File: config.mk
export PLATFORM = sky130hd
export DESIGN_NAME = ascii_frame_checksum_deframer_top_flat
export DESIGN_NICKNAME = d
export VERILOG_FILES = /design/src/hw/rtl/afcd_pkg.sv /design/src/hw/rtl/afcd_channels.sv /design/src/hw/rtl/ascii_frame_checksum_deframer_top.sv /design/src/flat_wrapper.sv
export SDC_FILE = /design/constraint.sdc
export NUM_CORES = 1
export LEC_CHECK = 0
export ABC_AREA = 1
export BUFFER_PORTS_ARGS = -buffer_cell sky130_fd_sc_hd__clkbuf_2
export CAP_MARGIN = 20
export CORE_UTILIZATION = 45
export DETAILED_ROUTE_END_ITERATION = 8
export GPL_TIMING_DRIVEN = 0
export PLACE_DENSITY = 0.63
export SLEW_MARGIN = 20
export SYNTH_ARGS = -nofsm -noshare
export SYNTH_HDL_FRONTEND = slang
export SYNTH_SLANG_ARGS = --single-unit
File: constraint.sdc
create_clock -name clock -period 5 [get_ports clock]
set_input_delay 0.25 -clock clock [delete_from_list [all_inputs] [get_ports clock]]
set_output_delay 0.25 -clock clock [all_outputs]
set_load 0.03 [all_outputs]
File: src/hw/rtl/afcd_pkg.sv
package afcd_pkg;

   // framing characters
   localparam logic [7:0] START_CHAR = 8'h21;  // '!'
   localparam logic [7:0] END_CHAR   = 8'h2A;  // '*'
   localparam logic [7:0] SPLIT_CHAR = 8'h3B;  // ';'
   localparam logic [7:0] CHECK_CHAR = 8'h24;  // '$'
   localparam logic [7:0] PLUS_CHAR  = 8'h2B;
   localparam logic [7:0] MINUS_CHAR = 8'h2D;
   localparam logic [7:0] SPACE_CHAR = 8'h20;
   localparam logic [7:0] TAB_CHAR   = 8'h09;
   localparam logic [7:0] CR_CHAR    = 8'h0D;
   localparam logic [7:0] ZERO_CHAR  = 8'h30;
   localparam logic [7:0] NINE_CHAR  = 8'h39;

   localparam logic [19:0] VALUE_CAP = 20'hFFFFF;

   // defaults for the top level parameters
   localparam int FRAME_BYTES_DEFAULT      = 250;
   localparam int MAX_FIELDS_DEFAULT       = 7;
   localparam int FIELD_BYTES_DEFAULT      = 21;
   localparam int CHECK_TEXT_BYTES_DEFAULT = 7;

   // result kinds
   localparam logic KIND_CHAR   = 1'b0;
   localparam logic KIND_REPORT = 1'b1;

   localparam logic [2:0] FIELD_COUNT_CAP = 3'd7;

   // checksum text parser phase
   typedef enum logic [3:0] {
      PH_BLANK  = 4'b0001,
      PH_SIGN   = 4'b0010,
      PH_DIGITS = 4'b0100,
      PH_DONE   = 4'b1000
   } phase_type;

endpackage

File: src/hw/rtl/afcd_channels.sv
interface afcd_req_if;
   logic       valid;
   logic       ready;
   logic [7:0] rx_byte;

   modport source (output valid, output rx_byte, input ready);
   modport sink (input valid, input rx_byte, output ready);
endinterface

interface afcd_rsp_if;
   logic               valid;
   logic               ready;
   logic               kind;
   logic [7:0]         out_byte;
   logic [2:0]         field_index;
   logic [4:0]         field_position;
   logic               frame_ok;
   logic [15:0]        payload_sum;
   logic signed [20:0] received_check;
   logic [2:0]         field_count;

   modport source (output valid, output kind, output out_byte, output field_index,
                   output field_position, output frame_ok, output payload_sum,
                   output received_check, output field_count, input ready);
   modport sink (input valid, input kind, input out_byte, input field_index,
                 input field_position, input frame_ok, input payload_sum,
                 input received_check, input field_count, output ready);
endinterface

File: src/hw/rtl/ascii_frame_checksum_deframer_top.sv
// ASCII frame deframer with additive checksum check. Takes one received byte per request,
// hunts for '!', then emits each payload character with its field index (split by ';')
// and position, sums the payload bytes, parses the decimal text after '$' and at '*'
// sends one report saying whether that value equals the sum. Every request is handled by
// the frame state registers as it is taken, so a new request is taken every clock;
// the one-entry result register only holds off requests while a result waits and the
// response side is not ready. A result is valid in the cycle after its request is taken.
module ascii_frame_checksum_deframer_top #(
   parameter int FRAME_BYTES      = afcd_pkg::FRAME_BYTES_DEFAULT,
   parameter int MAX_FIELDS       = afcd_pkg::MAX_FIELDS_DEFAULT,
   parameter int FIELD_BYTES      = afcd_pkg::FIELD_BYTES_DEFAULT,
   parameter int CHECK_TEXT_BYTES = afcd_pkg::CHECK_TEXT_BYTES_DEFAULT
) (
   input logic       clock,
   input logic       reset,
   afcd_req_if.sink  req,
   afcd_rsp_if.source rsp
);

   localparam logic [7:0] FRAME_LAST = 8'(FRAME_BYTES - 1);
   localparam logic [2:0] FIELD_LAST = 3'(MAX_FIELDS - 1);
   localparam logic [4:0] POS_LAST   = 5'(FIELD_BYTES - 2);
   localparam logic [2:0] CHECK_LAST = 3'(CHECK_TEXT_BYTES - 1);

   // frame state
   logic                 in_frame_ff, in_frame_in;
   logic [7:0]           byte_count_ff, byte_count_in;
   logic [15:0]          running_sum_ff, running_sum_in;
   logic                 in_check_ff, in_check_in;
   logic [2:0]           check_count_ff, check_count_in;
   logic [19:0]          check_value_ff, check_value_in;
   logic                 check_neg_ff, check_neg_in;
   afcd_pkg::phase_type  phase_ff, phase_in;
   logic [2:0]           field_number_ff, field_number_in;
   logic [4:0]           char_pos_ff, char_pos_in;

   // result register
   logic                 out_valid_ff, out_valid_in;
   logic                 out_load;
   logic                 kind_ff, kind_in;
   logic [7:0]           out_byte_ff, out_byte_in;
   logic [2:0]           field_index_ff, field_index_in;
   logic [4:0]           field_position_ff, field_position_in;
   logic                 frame_ok_ff, frame_ok_in;
   logic [15:0]          payload_sum_ff, payload_sum_in;
   logic signed [20:0]   received_check_ff, received_check_in;
   logic [2:0]           field_count_ff, field_count_in;

   logic                 accept;
   logic [7:0]           b;
   logic                 is_digit;
   logic                 is_blank;
   logic [3:0]           digit;
   logic [23:0]          times_ten;
   logic [19:0]          next_value;
   logic [20:0]          mag_ext;
   logic [3:0]           fc_wide;

   assign req.ready = !out_valid_ff || rsp.ready;
   assign accept    = req.valid && req.ready;
   assign b         = req.rx_byte;

   assign is_digit  = (b >= afcd_pkg::ZERO_CHAR) && (b <= afcd_pkg::NINE_CHAR);
   assign is_blank  = (b == afcd_pkg::SPACE_CHAR) ||
                      ((b >= afcd_pkg::TAB_CHAR) && (b <= afcd_pkg::CR_CHAR));
   assign digit     = is_digit ? 4'(b - afcd_pkg::ZERO_CHAR) : 4'd0;
   // value * 10 + digit as two shifted adds, then saturate
   assign times_ten = {1'b0, check_value_ff, 3'b000} + {3'b000, check_value_ff, 1'b0} +
                      {20'd0, digit};
   assign next_value = (times_ten > {4'd0, afcd_pkg::VALUE_CAP}) ?
                       afcd_pkg::VALUE_CAP : times_ten[19:0];
   assign mag_ext   = {1'b0, check_value_ff};
   assign fc_wide   = {1'b0, field_number_ff} + 4'd1;

   always_comb begin
      in_frame_in       = in_frame_ff;
      byte_count_in     = byte_count_ff;
      running_sum_in    = running_sum_ff;
      in_check_in       = in_check_ff;
      check_count_in    = check_count_ff;
      check_value_in    = check_value_ff;
      check_neg_in      = check_neg_ff;
      phase_in          = phase_ff;
      field_number_in   = field_number_ff;
      char_pos_in       = char_pos_ff;
      out_load          = 1'b0;
      kind_in           = afcd_pkg::KIND_CHAR;
      out_byte_in       = 8'd0;
      field_index_in    = 3'd0;
      field_position_in = 5'd0;
      frame_ok_in       = 1'b0;
      payload_sum_in    = 16'd0;
      received_check_in = 21'sd0;
      field_count_in    = 3'd0;

      if (accept) begin
         if (!in_frame_ff) begin
            if (b == afcd_pkg::START_CHAR) begin
               in_frame_in     = 1'b1;
               byte_count_in   = 8'd1;
               running_sum_in  = 16'd0;
               in_check_in     = 1'b0;
               check_count_in  = 3'd0;
               check_value_in  = 20'd0;
               check_neg_in    = 1'b0;
               phase_in        = afcd_pkg::PH_BLANK;
               field_number_in = 3'd0;
               char_pos_in     = 5'd0;
            end
         end else if (b == afcd_pkg::END_CHAR) begin
            out_load          = 1'b1;
            kind_in           = afcd_pkg::KIND_REPORT;
            // negative zero still matches a zero sum
            frame_ok_in       = in_check_ff &&
                                (check_value_ff == {4'd0, running_sum_ff}) &&
                                (!check_neg_ff || (check_value_ff == 20'd0));
            payload_sum_in    = running_sum_ff;
            received_check_in = check_neg_ff ? -$signed(mag_ext) : $signed(mag_ext);
            field_count_in    = fc_wide[3] ? afcd_pkg::FIELD_COUNT_CAP : fc_wide[2:0];
            in_frame_in       = 1'b0;
         end else if (byte_count_ff < FRAME_LAST) begin
            byte_count_in = byte_count_ff + 8'd1;
            if (in_check_ff) begin
               if (check_count_ff < CHECK_LAST) begin
                  check_count_in = check_count_ff + 3'd1;
                  unique case (phase_ff)
                     afcd_pkg::PH_BLANK: begin
                        if (is_blank) begin
                           phase_in = afcd_pkg::PH_BLANK;
                        end else if (b == afcd_pkg::PLUS_CHAR ||
                                     b == afcd_pkg::MINUS_CHAR) begin
                           check_neg_in = (b == afcd_pkg::MINUS_CHAR);
                           phase_in     = afcd_pkg::PH_SIGN;
                        end else if (is_digit) begin
                           check_value_in = {16'd0, digit};
                           phase_in       = afcd_pkg::PH_DIGITS;
                        end else begin
                           phase_in = afcd_pkg::PH_DONE;
                        end
                     end
                     afcd_pkg::PH_SIGN, afcd_pkg::PH_DIGITS: begin
                        if (is_digit) begin
                           check_value_in = next_value;
                           phase_in       = afcd_pkg::PH_DIGITS;
                        end else begin
                           phase_in = afcd_pkg::PH_DONE;
                        end
                     end
                     afcd_pkg::PH_DONE: begin
                        phase_in = afcd_pkg::PH_DONE;
                     end
                     default: begin
                        phase_in = afcd_pkg::PH_DONE;
                     end
                  endcase
               end
            end else if (b == afcd_pkg::CHECK_CHAR) begin
               in_check_in = 1'b1;
            end else begin
               running_sum_in = running_sum_ff + {8'd0, b};
               if (b == afcd_pkg::SPLIT_CHAR) begin
                  if (field_number_ff < FIELD_LAST) begin
                     field_number_in = field_number_ff + 3'd1;
                  end
                  char_pos_in = 5'd0;
               end else if (b != afcd_pkg::START_CHAR) begin
                  out_load          = 1'b1;
                  kind_in           = afcd_pkg::KIND_CHAR;
                  out_byte_in       = b;
                  field_index_in    = field_number_ff;
                  field_position_in = char_pos_ff;
                  if (char_pos_ff < POS_LAST) begin
                     char_pos_in = char_pos_ff + 5'd1;
                  end
               end
            end
         end
      end

      priority if (out_load) begin
         out_valid_in = 1'b1;
      end else if (rsp.ready) begin
         out_valid_in = 1'b0;
      end else begin
         out_valid_in = out_valid_ff;
      end
   end

   always_ff @(posedge clock) begin
      if (reset) begin
         in_frame_ff     <= 1'b0;
         byte_count_ff   <= 8'd0;
         running_sum_ff  <= 16'd0;
         in_check_ff     <= 1'b0;
         check_count_ff  <= 3'd0;
         check_value_ff  <= 20'd0;
         check_neg_ff    <= 1'b0;
         phase_ff        <= afcd_pkg::PH_BLANK;
         field_number_ff <= 3'd0;
         char_pos_ff     <= 5'd0;
         out_valid_ff    <= 1'b0;
      end else begin
         in_frame_ff     <= in_frame_in;
         byte_count_ff   <= byte_count_in;
         running_sum_ff  <= running_sum_in;
         in_check_ff     <= in_check_in;
         check_count_ff  <= check_count_in;
         check_value_ff  <= check_value_in;
         check_neg_ff    <= check_neg_in;
         phase_ff        <= phase_in;
         field_number_ff <= field_number_in;
         char_pos_ff     <= char_pos_in;
         out_valid_ff    <= out_valid_in;
      end
   end

   always_ff @(posedge clock) begin
      if (out_load) begin
         kind_ff           <= kind_in;
         out_byte_ff       <= out_byte_in;
         field_index_ff    <= field_index_in;
         field_position_ff <= field_position_in;
         frame_ok_ff       <= frame_ok_in;
         payload_sum_ff    <= payload_sum_in;
         received_check_ff <= received_check_in;
         field_count_ff    <= field_count_in;
      end
   end

   assign rsp.valid          = out_valid_ff;
   assign rsp.kind           = kind_ff;
   assign rsp.out_byte       = out_byte_ff;
   assign rsp.field_index    = field_index_ff;
   assign rsp.field_position = field_position_ff;
   assign rsp.frame_ok       = frame_ok_ff;
   assign rsp.payload_sum    = payload_sum_ff;
   assign rsp.received_check = received_check_ff;
   assign rsp.field_count    = field_count_ff;

   a_value_capped: assert property (@(posedge clock) disable iff (reset)
      check_value_ff <= afcd_pkg::VALUE_CAP)
      else $error("checksum value above cap");

   a_char_in_range: assert property (@(posedge clock) disable iff (reset)
      (out_valid_ff && kind_ff == afcd_pkg::KIND_CHAR) |->
      (field_index_ff <= FIELD_LAST) && (field_position_ff <= POS_LAST))
      else $error("character field index or position out of range");

   a_ok_matches_sum: assert property (@(posedge clock) disable iff (reset)
      (out_valid_ff && kind_ff == afcd_pkg::KIND_REPORT && frame_ok_ff) |->
      (received_check_ff[15:0] == payload_sum_ff))
      else $error("frame ok reported with mismatching checksum");

   a_hunt_silent: assert property (@(posedge clock) disable iff (reset)
      (accept && !in_frame_ff) |=> !out_valid_ff)
      else $error("result produced while hunting for frame start");

   a_cap_holds: assert property (@(posedge clock) disable iff (reset)
      (in_frame_ff && byte_count_ff >= FRAME_LAST) |=>
      (byte_count_ff == $past(byte_count_ff)))
      else $error("byte count moved past frame cap");

endmodule
File: src/flat_wrapper.sv
// flat-port wrapper written by rule: the top's interface ports become plain ports
module ascii_frame_checksum_deframer_top_flat 
#(
   parameter int FRAME_BYTES      = afcd_pkg::FRAME_BYTES_DEFAULT,
   parameter int MAX_FIELDS       = afcd_pkg::MAX_FIELDS_DEFAULT,
   parameter int FIELD_BYTES      = afcd_pkg::FIELD_BYTES_DEFAULT,
   parameter int CHECK_TEXT_BYTES = afcd_pkg::CHECK_TEXT_BYTES_DEFAULT
)
  (clock, reset, req_valid, req_rx_byte, req_ready, rsp_valid, rsp_kind, rsp_out_byte, rsp_field_index, rsp_field_position, rsp_frame_ok, rsp_payload_sum, rsp_received_check, rsp_field_count, rsp_ready);
  afcd_req_if req_i ();
  afcd_rsp_if rsp_i ();
  input logic clock;
  input logic reset;
  input wire logic [$bits(req_i.valid)-1:0] req_valid;
  input wire logic [$bits(req_i.rx_byte)-1:0] req_rx_byte;
  output wire logic [$bits(req_i.ready)-1:0] req_ready;
  output wire logic [$bits(rsp_i.valid)-1:0] rsp_valid;
  output wire logic [$bits(rsp_i.kind)-1:0] rsp_kind;
  output wire logic [$bits(rsp_i.out_byte)-1:0] rsp_out_byte;
  output wire logic [$bits(rsp_i.field_index)-1:0] rsp_field_index;
  output wire logic [$bits(rsp_i.field_position)-1:0] rsp_field_position;
  output wire logic [$bits(rsp_i.frame_ok)-1:0] rsp_frame_ok;
  output wire logic [$bits(rsp_i.payload_sum)-1:0] rsp_payload_sum;
  output wire logic [$bits(rsp_i.received_check)-1:0] rsp_received_check;
  output wire logic [$bits(rsp_i.field_count)-1:0] rsp_field_count;
  input wire logic [$bits(rsp_i.ready)-1:0] rsp_ready;
  assign req_i.valid = req_valid;
  assign req_i.rx_byte = req_rx_byte;
  assign req_ready = req_i.ready;
  assign rsp_valid = rsp_i.valid;
  assign rsp_kind = rsp_i.kind;
  assign rsp_out_byte = rsp_i.out_byte;
  assign rsp_field_index = rsp_i.field_index;
  assign rsp_field_position = rsp_i.field_position;
  assign rsp_frame_ok = rsp_i.frame_ok;
  assign rsp_payload_sum = rsp_i.payload_sum;
  assign rsp_received_check = rsp_i.received_check;
  assign rsp_field_count = rsp_i.field_count;
  assign rsp_i.ready = rsp_ready;
  ascii_frame_checksum_deframer_top #(.FRAME_BYTES(FRAME_BYTES), .MAX_FIELDS(MAX_FIELDS), .FIELD_BYTES(FIELD_BYTES), .CHECK_TEXT_BYTES(CHECK_TEXT_BYTES)) u_core (.clock(clock), .reset(reset), .req(req_i), .rsp(rsp_i));
endmodule
==> impl_metrics.env, run 1 <==
export IMPL_cts_root_buffer="clkbuf_16"
export IMPL_instances_no_fill=1408
export IMPL_grt_pass1_vias=6736
export IMPL_drtIter0Drc=703
export IMPL_period_share=0.683
export IMPL_post_cts_buffers=0
export IMPL_dp_cells=1376
export IMPL_ys_seq_area_frac=0.384
export IMPL_ctsHoldBuffers=0
export IMPL_synth_warning_count=0
export IMPL_path_cells="inv_1 > fa_1 > inv_1 > fa_1 > nand3_1 > nand3_1 > nand3_1 > nand3_1 > nand2_1 > nand2_1 > nor2_1 > buf_2 > nand3_1 > nand2_1 > a21oi_1"
export IMPL_p_total_mw=2.31
export IMPL_power_density_mw_per_mm2=255
export IMPL_finalWorstPathRequiredPeriod_ns=3.41
export IMPL_finalHoldViolCount=0
export IMPL_grtUsageTotal=0.243
export IMPL_fin_area_mm2=0.00906
export IMPL_fmax_ghz=0.293
export IMPL_grt_max_degree=59
export IMPL_status="finished clean"
export IMPL_cp_top_family="simple AND/OR/NAND/NOR gates"
export IMPL_p_leak_nw=4.14
export IMPL_clkPwrFrac=0.531
export IMPL_startpoint_type="register"
export IMPL_ys_ff_latch=121
export IMPL_comb_power_share=0.023
export IMPL_hold_ws_ns=0.223
export IMPL_diodes=0
export IMPL_port_buffer_count=71
export IMPL_ios=72
export IMPL_mostFrequentLayoutCells="nand2_1 (265), nor2_1 (143), inv_1 (142), a21oi_1 (91), nand3_1 (74)"
export IMPL_synth_area_mm2=0.00783
export IMPL_via_count=7358
export IMPL_grt_pass1_wl_mm=33.8
export IMPL_layout_drive_gt1_share=0.120
export IMPL_worstMarginPinSlew_ns=0.771
export IMPL_vdd_ir_drop_max_mv=0.306
export IMPL_clock_latency_ns=0.43
export IMPL_rows=47
export IMPL_die_h_um=134
export IMPL_p_int_mw=1.79
export IMPL_placed_cell_area_mm2=0.00847
export IMPL_critPathKind="reg -> reg"
export IMPL_ys_types=44
export IMPL_firstDrtPassIters=5
export IMPL_clk_pin_slew_worst_paths_ns=0.06
export IMPL_cts_htree_levels=4
export IMPL_relSlewSlack=0.486
export IMPL_avgRoutedWirePerCell_um=14.9
export IMPL_layout_commonest_cell="nand2_1"
export IMPL_route_detailed_drc=0
export IMPL_worstPathMaxFanout=10
export IMPL_end_kind="register"
export IMPL_swShare=0.227
export IMPL_start_util=0.467
export IMPL_p_sw_uw=524
export IMPL_fin_tns_setup_ns=0
export IMPL_cts_tree="built"
export IMPL_hpwl_mm=16.5
export IMPL_antenna_found_initial=0
export IMPL_slew_viol_final=0
export IMPL_fp_dieW_um=134
export IMPL_clock_sinks=121
export IMPL_area_growth_pct=15.7
export IMPL_clock_skew_ns=0.0119
export IMPL_clock_path_buffers=2
export IMPL_drt_antenna_violating_nets=0
export IMPL_synth_nets=1153
export IMPL_crit_top_cell="nand3_1"
export IMPL_worstHoldPathType="in -> reg"
export IMPL_p_seq_frac=0.446
export IMPL_syn_inst=1085
export IMPL_path_buf_inv=3
export IMPL_cts_buffers=17
export IMPL_routed_via_density=5.23
export IMPL_cts_resized=0
export IMPL_placeableCoreArea_mm2=0.0168
export IMPL_syn_area_per_cell_um2=7.22
export IMPL_cp_slowest_cell="fa_1"
export IMPL_nNetsFinal=1243
export IMPL_critical_path_max_stage_delay_ns=0.58
export IMPL_cap_violations=0
export IMPL_rsz0062_at_grt="no"
export IMPL_dieArea_mm2=0.0179
export IMPL_crit_required_ns=5.28
export IMPL_grt_ovfl_total=0
export IMPL_arrival_ns=3.70
export IMPL_setup_violations_final=0
export IMPL_gp_congestion=0.926
export IMPL_wl_mm=21.0
==> stage by stage <==
step | worst slack (ns) | utilization
6_report | 1.59 | 0.541
3_5_place_dp | 1.16 | 0.505
5_1_grt | 1.33 | 0.541
3_3_place_gp | 0.828 | 0.505
4_1_cts | 1.57 | 0.541
2_1_floorplan | 2.02 | -
==> power by group through the flow <==
stage               clock network [mW]  registers (mW)  logic, mW
detailed placement                   0            1.05     0.0526
finish                            1.23            1.03     0.0540
floorplan                            0            1.05     0.0307
CTS                               1.24            1.03     0.0530
global route                      1.29            1.03     0.0587
global placement                     0            1.05     0.0525
==> logic make-up after synthesis <==
group                      Yosys count  share of synthesized area
DFF                                121                      0.384
buffers and inverters              176                     0.0856
and+or+nand+nor                    547                      0.299
AOI/OAI and AO/OA                  164                      0.116
adders and majority gates           56                     0.0924
xor gates and xnor gates            21                     0.0235
==> state kept, by name (all words and copies together) (netlist names) <==
| signal | count |
|---|---|
| u_core.rsp.kind | 1 |
| u_core.rsp.valid | 1 |
| u_core.rsp.received_check | 21 |
| u_core.rsp.payload_sum | 16 |
| u_core.field_number_ff | 3 |
| u_core.rsp.field_position | 5 |
| u_core.phase_ff | 4 |
| u_core.rsp.field_index | 3 |
| u_core.byte_count_ff | 8 |
| u_core.rsp.frame_ok | 1 |
| u_core.in_frame_ff | 1 |
| u_core.char_pos_ff | 5 |
| u_core.in_check_ff | 1 |
| u_core.check_count_ff | 3 |
| u_core.check_neg_ff | 1 |
| u_core.rsp.out_byte | 8 |
| u_core.running_sum_ff | 16 |
| u_core.rsp.field_count | 3 |
| u_core.check_value_ff | 20 |
==> path summary, 6_finish.rpt <==
kind	from	endpoint	slack (ns)	cells after the start
setup reg to reg	u_core.check_value_ff[0]	u_core.check_value_ff[11]	1.59	15
hold reg to reg	u_core.byte_count_ff[7]	u_core.byte_count_ff[7]	0.46	2
hold / removal	rsp_ready	u_core.rsp.valid	0.22	6
setup / recovery	u_core.check_value_ff[0]	u_core.check_value_ff[11]	1.59	15
==> cell type report <==
cell class	count	area (um^2)
fillers	1688	7700
multi-input cells	788	4160
flip-flops and latches	121	3000
inverters	154	578
clock buffers	17	425
repair buffers	71	355
well taps	220	275
clock inverters	15	169
plain buffers	22	92.6
==> cells in the mapped netlist (all sizes together) <==
cell / n / area share
a211oi: 6 / 0.0058
a21boi: 1 / 0.00096
a21o: 3 / 0.0029
a21oi: 92 / 0.059
a221oi: 1 / 0.0011
a31o: 1 / 0.0011
a31oi: 3 / 0.0024
and2: 2 / 0.0016
buf: 7 / 0.0046
clkbuf: 15 / 0.0072
clkinv: 1 / 0.00048
dfxtp: 63 / 0.16
edfxtp: 58 / 0.22
fa: 3 / 0.0077
ha: 53 / 0.085
inv: 153 / 0.073
nand2: 271 / 0.13
nand3: 78 / 0.054
nand4: 21 / 0.017
nor2: 152 / 0.078
nor3: 16 / 0.012
nor3b: 2 / 0.0019
nor4: 5 / 0.0040
o2111ai: 1 / 0.0011
o211a: 1 / 0.0013
o211ai: 1 / 0.00096
o21a: 1 / 0.00096
o21ai: 36 / 0.023
o21bai: 4 / 0.0038
o22ai: 10 / 0.0080
o31ai: 3 / 0.0029
xnor2: 13 / 0.015
xor2: 8 / 0.0089
==> layer usage <==
layer  vias up  global-route usage  share of wire
met4         0              0.0789          0.018
met1      3328               0.331           0.48
met3        34              0.0522          0.059
li1       3757                   -              -
met5         -                   0              0
met2       239               0.381           0.44
==> worst reg2reg max path: cells and delay by family, from the launching register on <==
family / cells / cell delay [ns]
buffers and inverters: 3 / 0.55
adder cells (fa/ha/maj): 2 / 1.06
flip-flops: 1 / 0.43
AO/OA/AOI/OAI: 1 / 0.06
AND/OR/NAND/NOR: 9 / 1.17
Power figures use the tool's default switching activity.
==> inputs of run 2 (changes only) <==
--- a/config.mk
+++ b/config.mk
@@ -11,7 +11,7 @@
 export CORE_UTILIZATION = 45
 export DETAILED_ROUTE_END_ITERATION = 8
 export GPL_TIMING_DRIVEN = 0
-export PLACE_DENSITY = 0.63
+export PLACE_DENSITY = 0.66
 export SLEW_MARGIN = 20
 export SYNTH_ARGS = -nofsm -noshare
 export SYNTH_HDL_FRONTEND = slang
==> constraint.sdc (replaced) <==
create_clock -name clock -period 2.8 [get_ports clock]
set_input_delay 0.14 -clock clock [delete_from_list [all_inputs] [get_ports clock]]
set_output_delay 0.14 -clock clock [all_outputs]
set_load 0.03 [all_outputs]
==> run 2 against run 1 <==
Non-clock buffer count up 11. Total power grew 79%. Maximum frequency up 28%. Final cell count rose by 0.85%. Clock power grew 78%. Via count is 1.2% higher. Die area stayed put. Sequential power grew 79%. Utilization is 1.8 points higher. Combinational power rose by 89%. Register-to-register slack worse by 1.5 ns.
==> impl_metrics.env, run 2 (synthesized netlist as in run 1, its figures left out) <==
export IMPL_fp_dieW_um=134
export IMPL_route_detailed_drc=0
export IMPL_fillCellCount=1585
export IMPL_rows=47
export IMPL_ios=72
export IMPL_routed_via_density=5.25
export IMPL_critical_path_depth=15
export IMPL_fin_area_mm2=0.00936
export IMPL_final_util=0.558
export IMPL_antenna_found_initial=0
export IMPL_avgRoutedWirePerCell_um=14.9
export IMPL_finalHoldViolCount=0
export IMPL_p_leak_nw=4.26
export IMPL_placeableCoreArea_mm2=0.0168
export IMPL_hpwl_mm=16.2
export IMPL_start_util=0.467
export IMPL_critical_path_max_stage_delay_ns=0.56
export IMPL_cp_slowest_cell="fa_1"
export IMPL_area_growth_pct=19.5
export IMPL_cts_tree="built"
export IMPL_cap_violations=0
export IMPL_relSlewSlack=0.503
export IMPL_via_count=7449
export IMPL_end_kind="register"
export IMPL_vdd_ir_drop_max_mv=0.438
export IMPL_clock_sinks=121
export IMPL_grt_pass1_wl_mm=34.4
export IMPL_grt_max_degree=59
export IMPL_critPathKind="reg -> reg"
export IMPL_startpoint_type="register"
export IMPL_ctsHoldBuffers=0
export IMPL_power_density_mw_per_mm2=442
export IMPL_grt_pass1_vias=6914
export IMPL_status="finished clean"
export IMPL_diodes=0
export IMPL_worstHoldPathType="in -> reg"
export IMPL_clk_pin_slew_worst_paths_ns=0.06
export IMPL_gp_congestion=0.936
export IMPL_clock_latency_ns=0.42
export IMPL_cts_buffers=17
export IMPL_wl_mm=21.2
export IMPL_die_h_um=134
export IMPL_crit_required_ns=3.08
export IMPL_nNetsFinal=1255
export IMPL_setup_violations_final=0
export IMPL_clock_path_buffers=2
export IMPL_dieArea_mm2=0.0179
export IMPL_period_share=0.955
export IMPL_grt_ovfl_total=0
export IMPL_layout_drive_gt1_share=0.168
export IMPL_arrival_ns=2.96
export IMPL_finalWorstPathRequiredPeriod_ns=2.67
export IMPL_grtUsageTotal=0.246
export IMPL_fin_tns_setup_ns=0
export IMPL_fmax_ghz=0.374
export IMPL_worstMarginPinSlew_ns=0.740
export IMPL_clock_skew_ns=0.00794
export IMPL_slew_viol_final=0
export IMPL_placed_cell_area_mm2=0.00847
export IMPL_layout_commonest_cell="nand2_1"
export IMPL_cts_root_buffer="clkbuf_16"
export IMPL_worstPathMaxFanout=5
export IMPL_hold_depth=3
export IMPL_port_buffer_count=71
export IMPL_cp_top_family="adder cells"
export IMPL_drt_antenna_violating_nets=0
export IMPL_largest_reg_flops=21
export IMPL_rr_worst_depth=15
export IMPL_cts_htree_levels=4
export IMPL_drtIter0Drc=622
export IMPL_mostFrequentLayoutCells="nand2_1 (260), inv_1 (136), nor2_1 (135), a21oi_1 (88), clkbuf_2 (69)"
export IMPL_firstDrtPassIters=6
export IMPL_path_buf_inv=3
export IMPL_path_cells="inv_2 > fa_1 > inv_2 > fa_2 > nand3_2 > nand3_2 > nand3_2 > nand3_1 > nand2_1 > nand2_1 > nor2_4 > buf_4 > nand3_1 > nand2_1 > a21oi_1"
==> run 2: final timing paths <==
check | from | endpoint | slack (ns)
worst max-delay path | u_core.check_value_ff[0] | u_core.check_value_ff[19] | 0.13
worst min-delay path | req_rx_byte[7] | u_core.rsp.out_byte[7] | 0.10
worst max register to register | u_core.check_value_ff[0] | u_core.check_value_ff[19] | 0.13
worst min register to register | u_core.byte_count_ff[7] | u_core.byte_count_ff[7] | 0.45
==> run 2: per-layer routing <==
layer,track usage,routed length (um),vias up
li1,-,-,3781
met2,0.389,9690,251
met1,0.336,9870,3384
met3,0.0446,1220,33
met4,0.0890,377,0
met5,0,0,-
==> run 2: final cells by class <==
cell class / instances / area [um^2] / share of cell area
plain buffers: 22 / 106 / 0.0114
clock buffers: 18 / 439 / 0.0469
clock inverters: 14 / 155 / 0.0166
inverters: 154 / 583 / 0.0623
multi-input cells: 789 / 4330 / 0.462
flip-flops and latches: 121 / 3030 / 0.324
well taps: 220 / 275 / 0.0294
repair buffers: 82 / 445 / 0.0476
==> run 2: tightest hold or removal path, delay by kind of cell <==
family / cells / cell delay, ns
and+or+nand+nor: 1 / 0.09
buffers and inverters: 2 / 0.18
==> run 2: report_power, final <==
group / total (mW) / internal, mW / switching [mW]
Combinational: 0.102 / 0.0281 / 0.0736
Sequential: 1.84 / 1.84 / 0.000878
Clock: 2.19 / 1.41 / 0.789
Total: 4.13 / 3.27 / 0.863
==> run 2: per-stage QoR <==
step | worst slack (ns) | cells | hold slack (ns) | total power, mW
3_3_place_gp | -0.846 | 1376 | 0.443 | 1.97
6_report | 0.127 | 1420 | 0.105 | 4.13
5_1_grt | -0.00405 | 1420 | 0.113 | 4.25
3_5_place_dp | -0.834 | 1376 | 0.451 | 1.97
4_1_cts | -0.00112 | 1410 | 0.0988 | 4.16
2_1_floorplan | 0.00386 | 1085 | 0.346 | 1.93
==> run 2: timing repair <==
item | CTS | global route
gates cloned | 0 | 2
endpoints found under the setup margin | 78 | 78
pin swaps | 5 | 11
resized for setup | 20 | 52
buffers inserted | 2 | 8
==> inputs of run 3 (changes only) <==
--- a/config.mk
+++ b/config.mk
@@ -6,12 +6,12 @@
 export NUM_CORES = 1
 export LEC_CHECK = 0
 export ABC_AREA = 1
-export BUFFER_PORTS_ARGS = -buffer_cell sky130_fd_sc_hd__clkbuf_2
 export CAP_MARGIN = 20
 export CORE_UTILIZATION = 45
 export DETAILED_ROUTE_END_ITERATION = 8
+export DONT_BUFFER_PORTS = 1
 export GPL_TIMING_DRIVEN = 0
-export PLACE_DENSITY = 0.66
+export PLACE_DENSITY = 0.62
 export SLEW_MARGIN = 20
 export SYNTH_ARGS = -nofsm -noshare
 export SYNTH_HDL_FRONTEND = slang
==> run 3 against run 2 <==
First-iteration DRC count down 1.3%. Largest cell class unchanged. Count of clock-buffer cells in the layout grew 1. Non-clock buffer count shrank 65. Die area is the same. Largest power group unchanged.
==> impl_metrics.env, run 3 (synthesized netlist as in run 1, its figures left out) <==
export IMPL_diodes=0
export IMPL_arrival_ns=2.96
export IMPL_via_count=7162
export IMPL_firstDrtPassIters=6
export IMPL_setup_violations_final=0
export IMPL_layout_commonest_cell="nand2_1"
export IMPL_end_kind="register"
export IMPL_grt_ovfl_total=0
export IMPL_dieArea_mm2=0.0179
export IMPL_worstHoldPathType="in -> reg"
export IMPL_placed_cell_area_mm2=0.00812
export IMPL_antenna_found_initial=0
export IMPL_finalHoldViolCount=0
export IMPL_worstMarginPinSlew_ns=0.686
export IMPL_placeableCoreArea_mm2=0.0168
export IMPL_fp_dieW_um=134
export IMPL_rows=47
export IMPL_cts_buffers=17
export IMPL_ios=72
export IMPL_mostFrequentLayoutCells="nand2_1 (262), inv_1 (140), nor2_1 (140), a21oi_1 (88), nand3_1 (67)"
export IMPL_hold_ws_ns=0.0208
export IMPL_p_total_mw=4.30
export IMPL_final_util=0.540
export IMPL_port_buffer_count=0
export IMPL_hpwl_mm=16.3
export IMPL_cts_root_buffer="clkbuf_16"
export IMPL_wl_mm=21.5
export IMPL_dp_cells=1305
export IMPL_avgRoutedWirePerCell_um=15.9
export IMPL_routed_via_density=5.29
export IMPL_gp_congestion=0.906
export IMPL_fin_tns_setup_ns=0
export IMPL_setup_slack_ns=0.126
export IMPL_layout_drive_gt1_share=0.100
export IMPL_start_util=0.467
export IMPL_grtUsageTotal=0.249
export IMPL_startpoint="u_core.check_value_ff[0]"
export IMPL_clock_skew_ns=0.00782
export IMPL_cap_violations=0
export IMPL_grt_pass1_vias=6715
export IMPL_route_detailed_drc=0
export IMPL_crit_required_ns=3.08
export IMPL_critPathKind="reg -> reg"
export IMPL_slew_viol_final=0
export IMPL_power_density_mw_per_mm2=476
export IMPL_cts_tree="built"
export IMPL_r2r_slack_ns=0.13
export IMPL_relSlewSlack=0.540
export IMPL_rr_worst_depth=15
export IMPL_drtIter0Drc=614
export IMPL_vdd_ir_drop_max_mv=0.366
export IMPL_startpoint_type="register"
export IMPL_clock_sinks=121
export IMPL_largest_reg_flops=21
export IMPL_grt_max_degree=59
export IMPL_grt_pass1_wl_mm=34.5
export IMPL_finalWorstPathRequiredPeriod_ns=2.67
export IMPL_r2r_end="u_core.check_value_ff[8]"
export IMPL_nNetsFinal=1190
export IMPL_r2r_start="u_core.check_value_ff[0]"
export IMPL_fmax_ghz=0.374
export IMPL_drt_antenna_violating_nets=0
export IMPL_hp_start="req_rx_byte[0]"
export IMPL_place_ws_ns=-0.650
export IMPL_cts_htree_levels=4
export IMPL_clk_pin_slew_worst_paths_ns=0.06
export IMPL_p_leak_nw=3.99
export IMPL_status="finished clean"
export IMPL_fin_area_mm2=0.00905
export IMPL_area_growth_pct=15.6
export IMPL_period_share=0.955
export IMPL_cp_endpoint="u_core.check_value_ff[8]"
export IMPL_clock_latency_ns=0.42
export IMPL_die_h_um=134
export IMPL_clock_path_buffers=2
export IMPL_fillCellCount=1652
export IMPL_instances_no_fill=1355
export IMPL_worstPathMaxFanout=5
run 3: changes by cell type in the layout (fill, tap and decap cells not counted), sizes merged:
cell         before  now
dlygate4sd3       0    9
buf              19   15
bufinv            3    5
clkbuf          103   34
clkinv            9    5
clkinvlp          4    3
inv             152  154
run 3: worst max-delay path, stage by stage, from the launching register on:
cell and delay, ns:
dfxtp_4 0.36, inv_2 0.08, fa_1 0.55, inv_1 0.07, fa_2 0.40, nand3_2 0.10
nand3_2 0.12, nand2_2 0.12, nand2_1 0.07, nand2_1 0.07, nand2_1 0.08, nor2_4 0.14
buf_2 0.17, nand3_1 0.08, nand2_1 0.07, a21oi_1 0.06
run 3: timing repair:
action,4_1_cts,5_1_grt
endpoints found under the hold margin,9,0
pin swaps,3,8
resized for setup,15,34
buffers inserted,2,4
gates cloned,0,3
endpoints found under the setup margin,78,78
hold buffers,9,0
run 3: worst min path at each step:
| stage | depth (start not counted) | end | slack, ns |
|---|---|---|---|
| 6_report | 3 | u_core.running_sum_ff[0] | 0.02 |
| 5_1_grt | 4 | u_core.check_value_ff[3] | 0.05 |
| 4_1_cts | 3 | u_core.running_sum_ff[0] | 0.004 |
| 3_5_place_dp | 2 | u_core.rsp.out_byte[5] | 0.36 |
| 3_3_place_gp | 2 | u_core.rsp.out_byte[5] | 0.35 |
| 2_1_floorplan | 2 | u_core.rsp.out_byte[4] | 0.35 |
run 3: per-layer routing:
layer | vias to the layer above | track usage | routed length, um
met5 | - | 0 | 0
met2 | 181 | 0.383 | 9710
met3 | 26 | 0.0442 | 905
met4 | 0 | 0.0808 | 360
met1 | 3302 | 0.353 | 10500
li1 | 3653 | - | -
run 3: area by class of cell:
class                      instances  area [um^2]  area share
multi-input combinational        789         4280       0.473
sequential                       121         3030       0.335
inverter                         154          578      0.0639
clock buffer                      19          433      0.0478
tap                              220          275      0.0304
clock inverter                    13          200      0.0221
timing repair buffer              17          148      0.0163
buffer                            22          106      0.0118
run 3: power breakdown:
part	total (mW)	switching, mW	internal, mW
Combinational	0.0870	0.0590	0.0280
Sequential	1.84	0.00167	1.84
Clock	2.38	0.807	1.57
Total	4.30	0.868	3.44
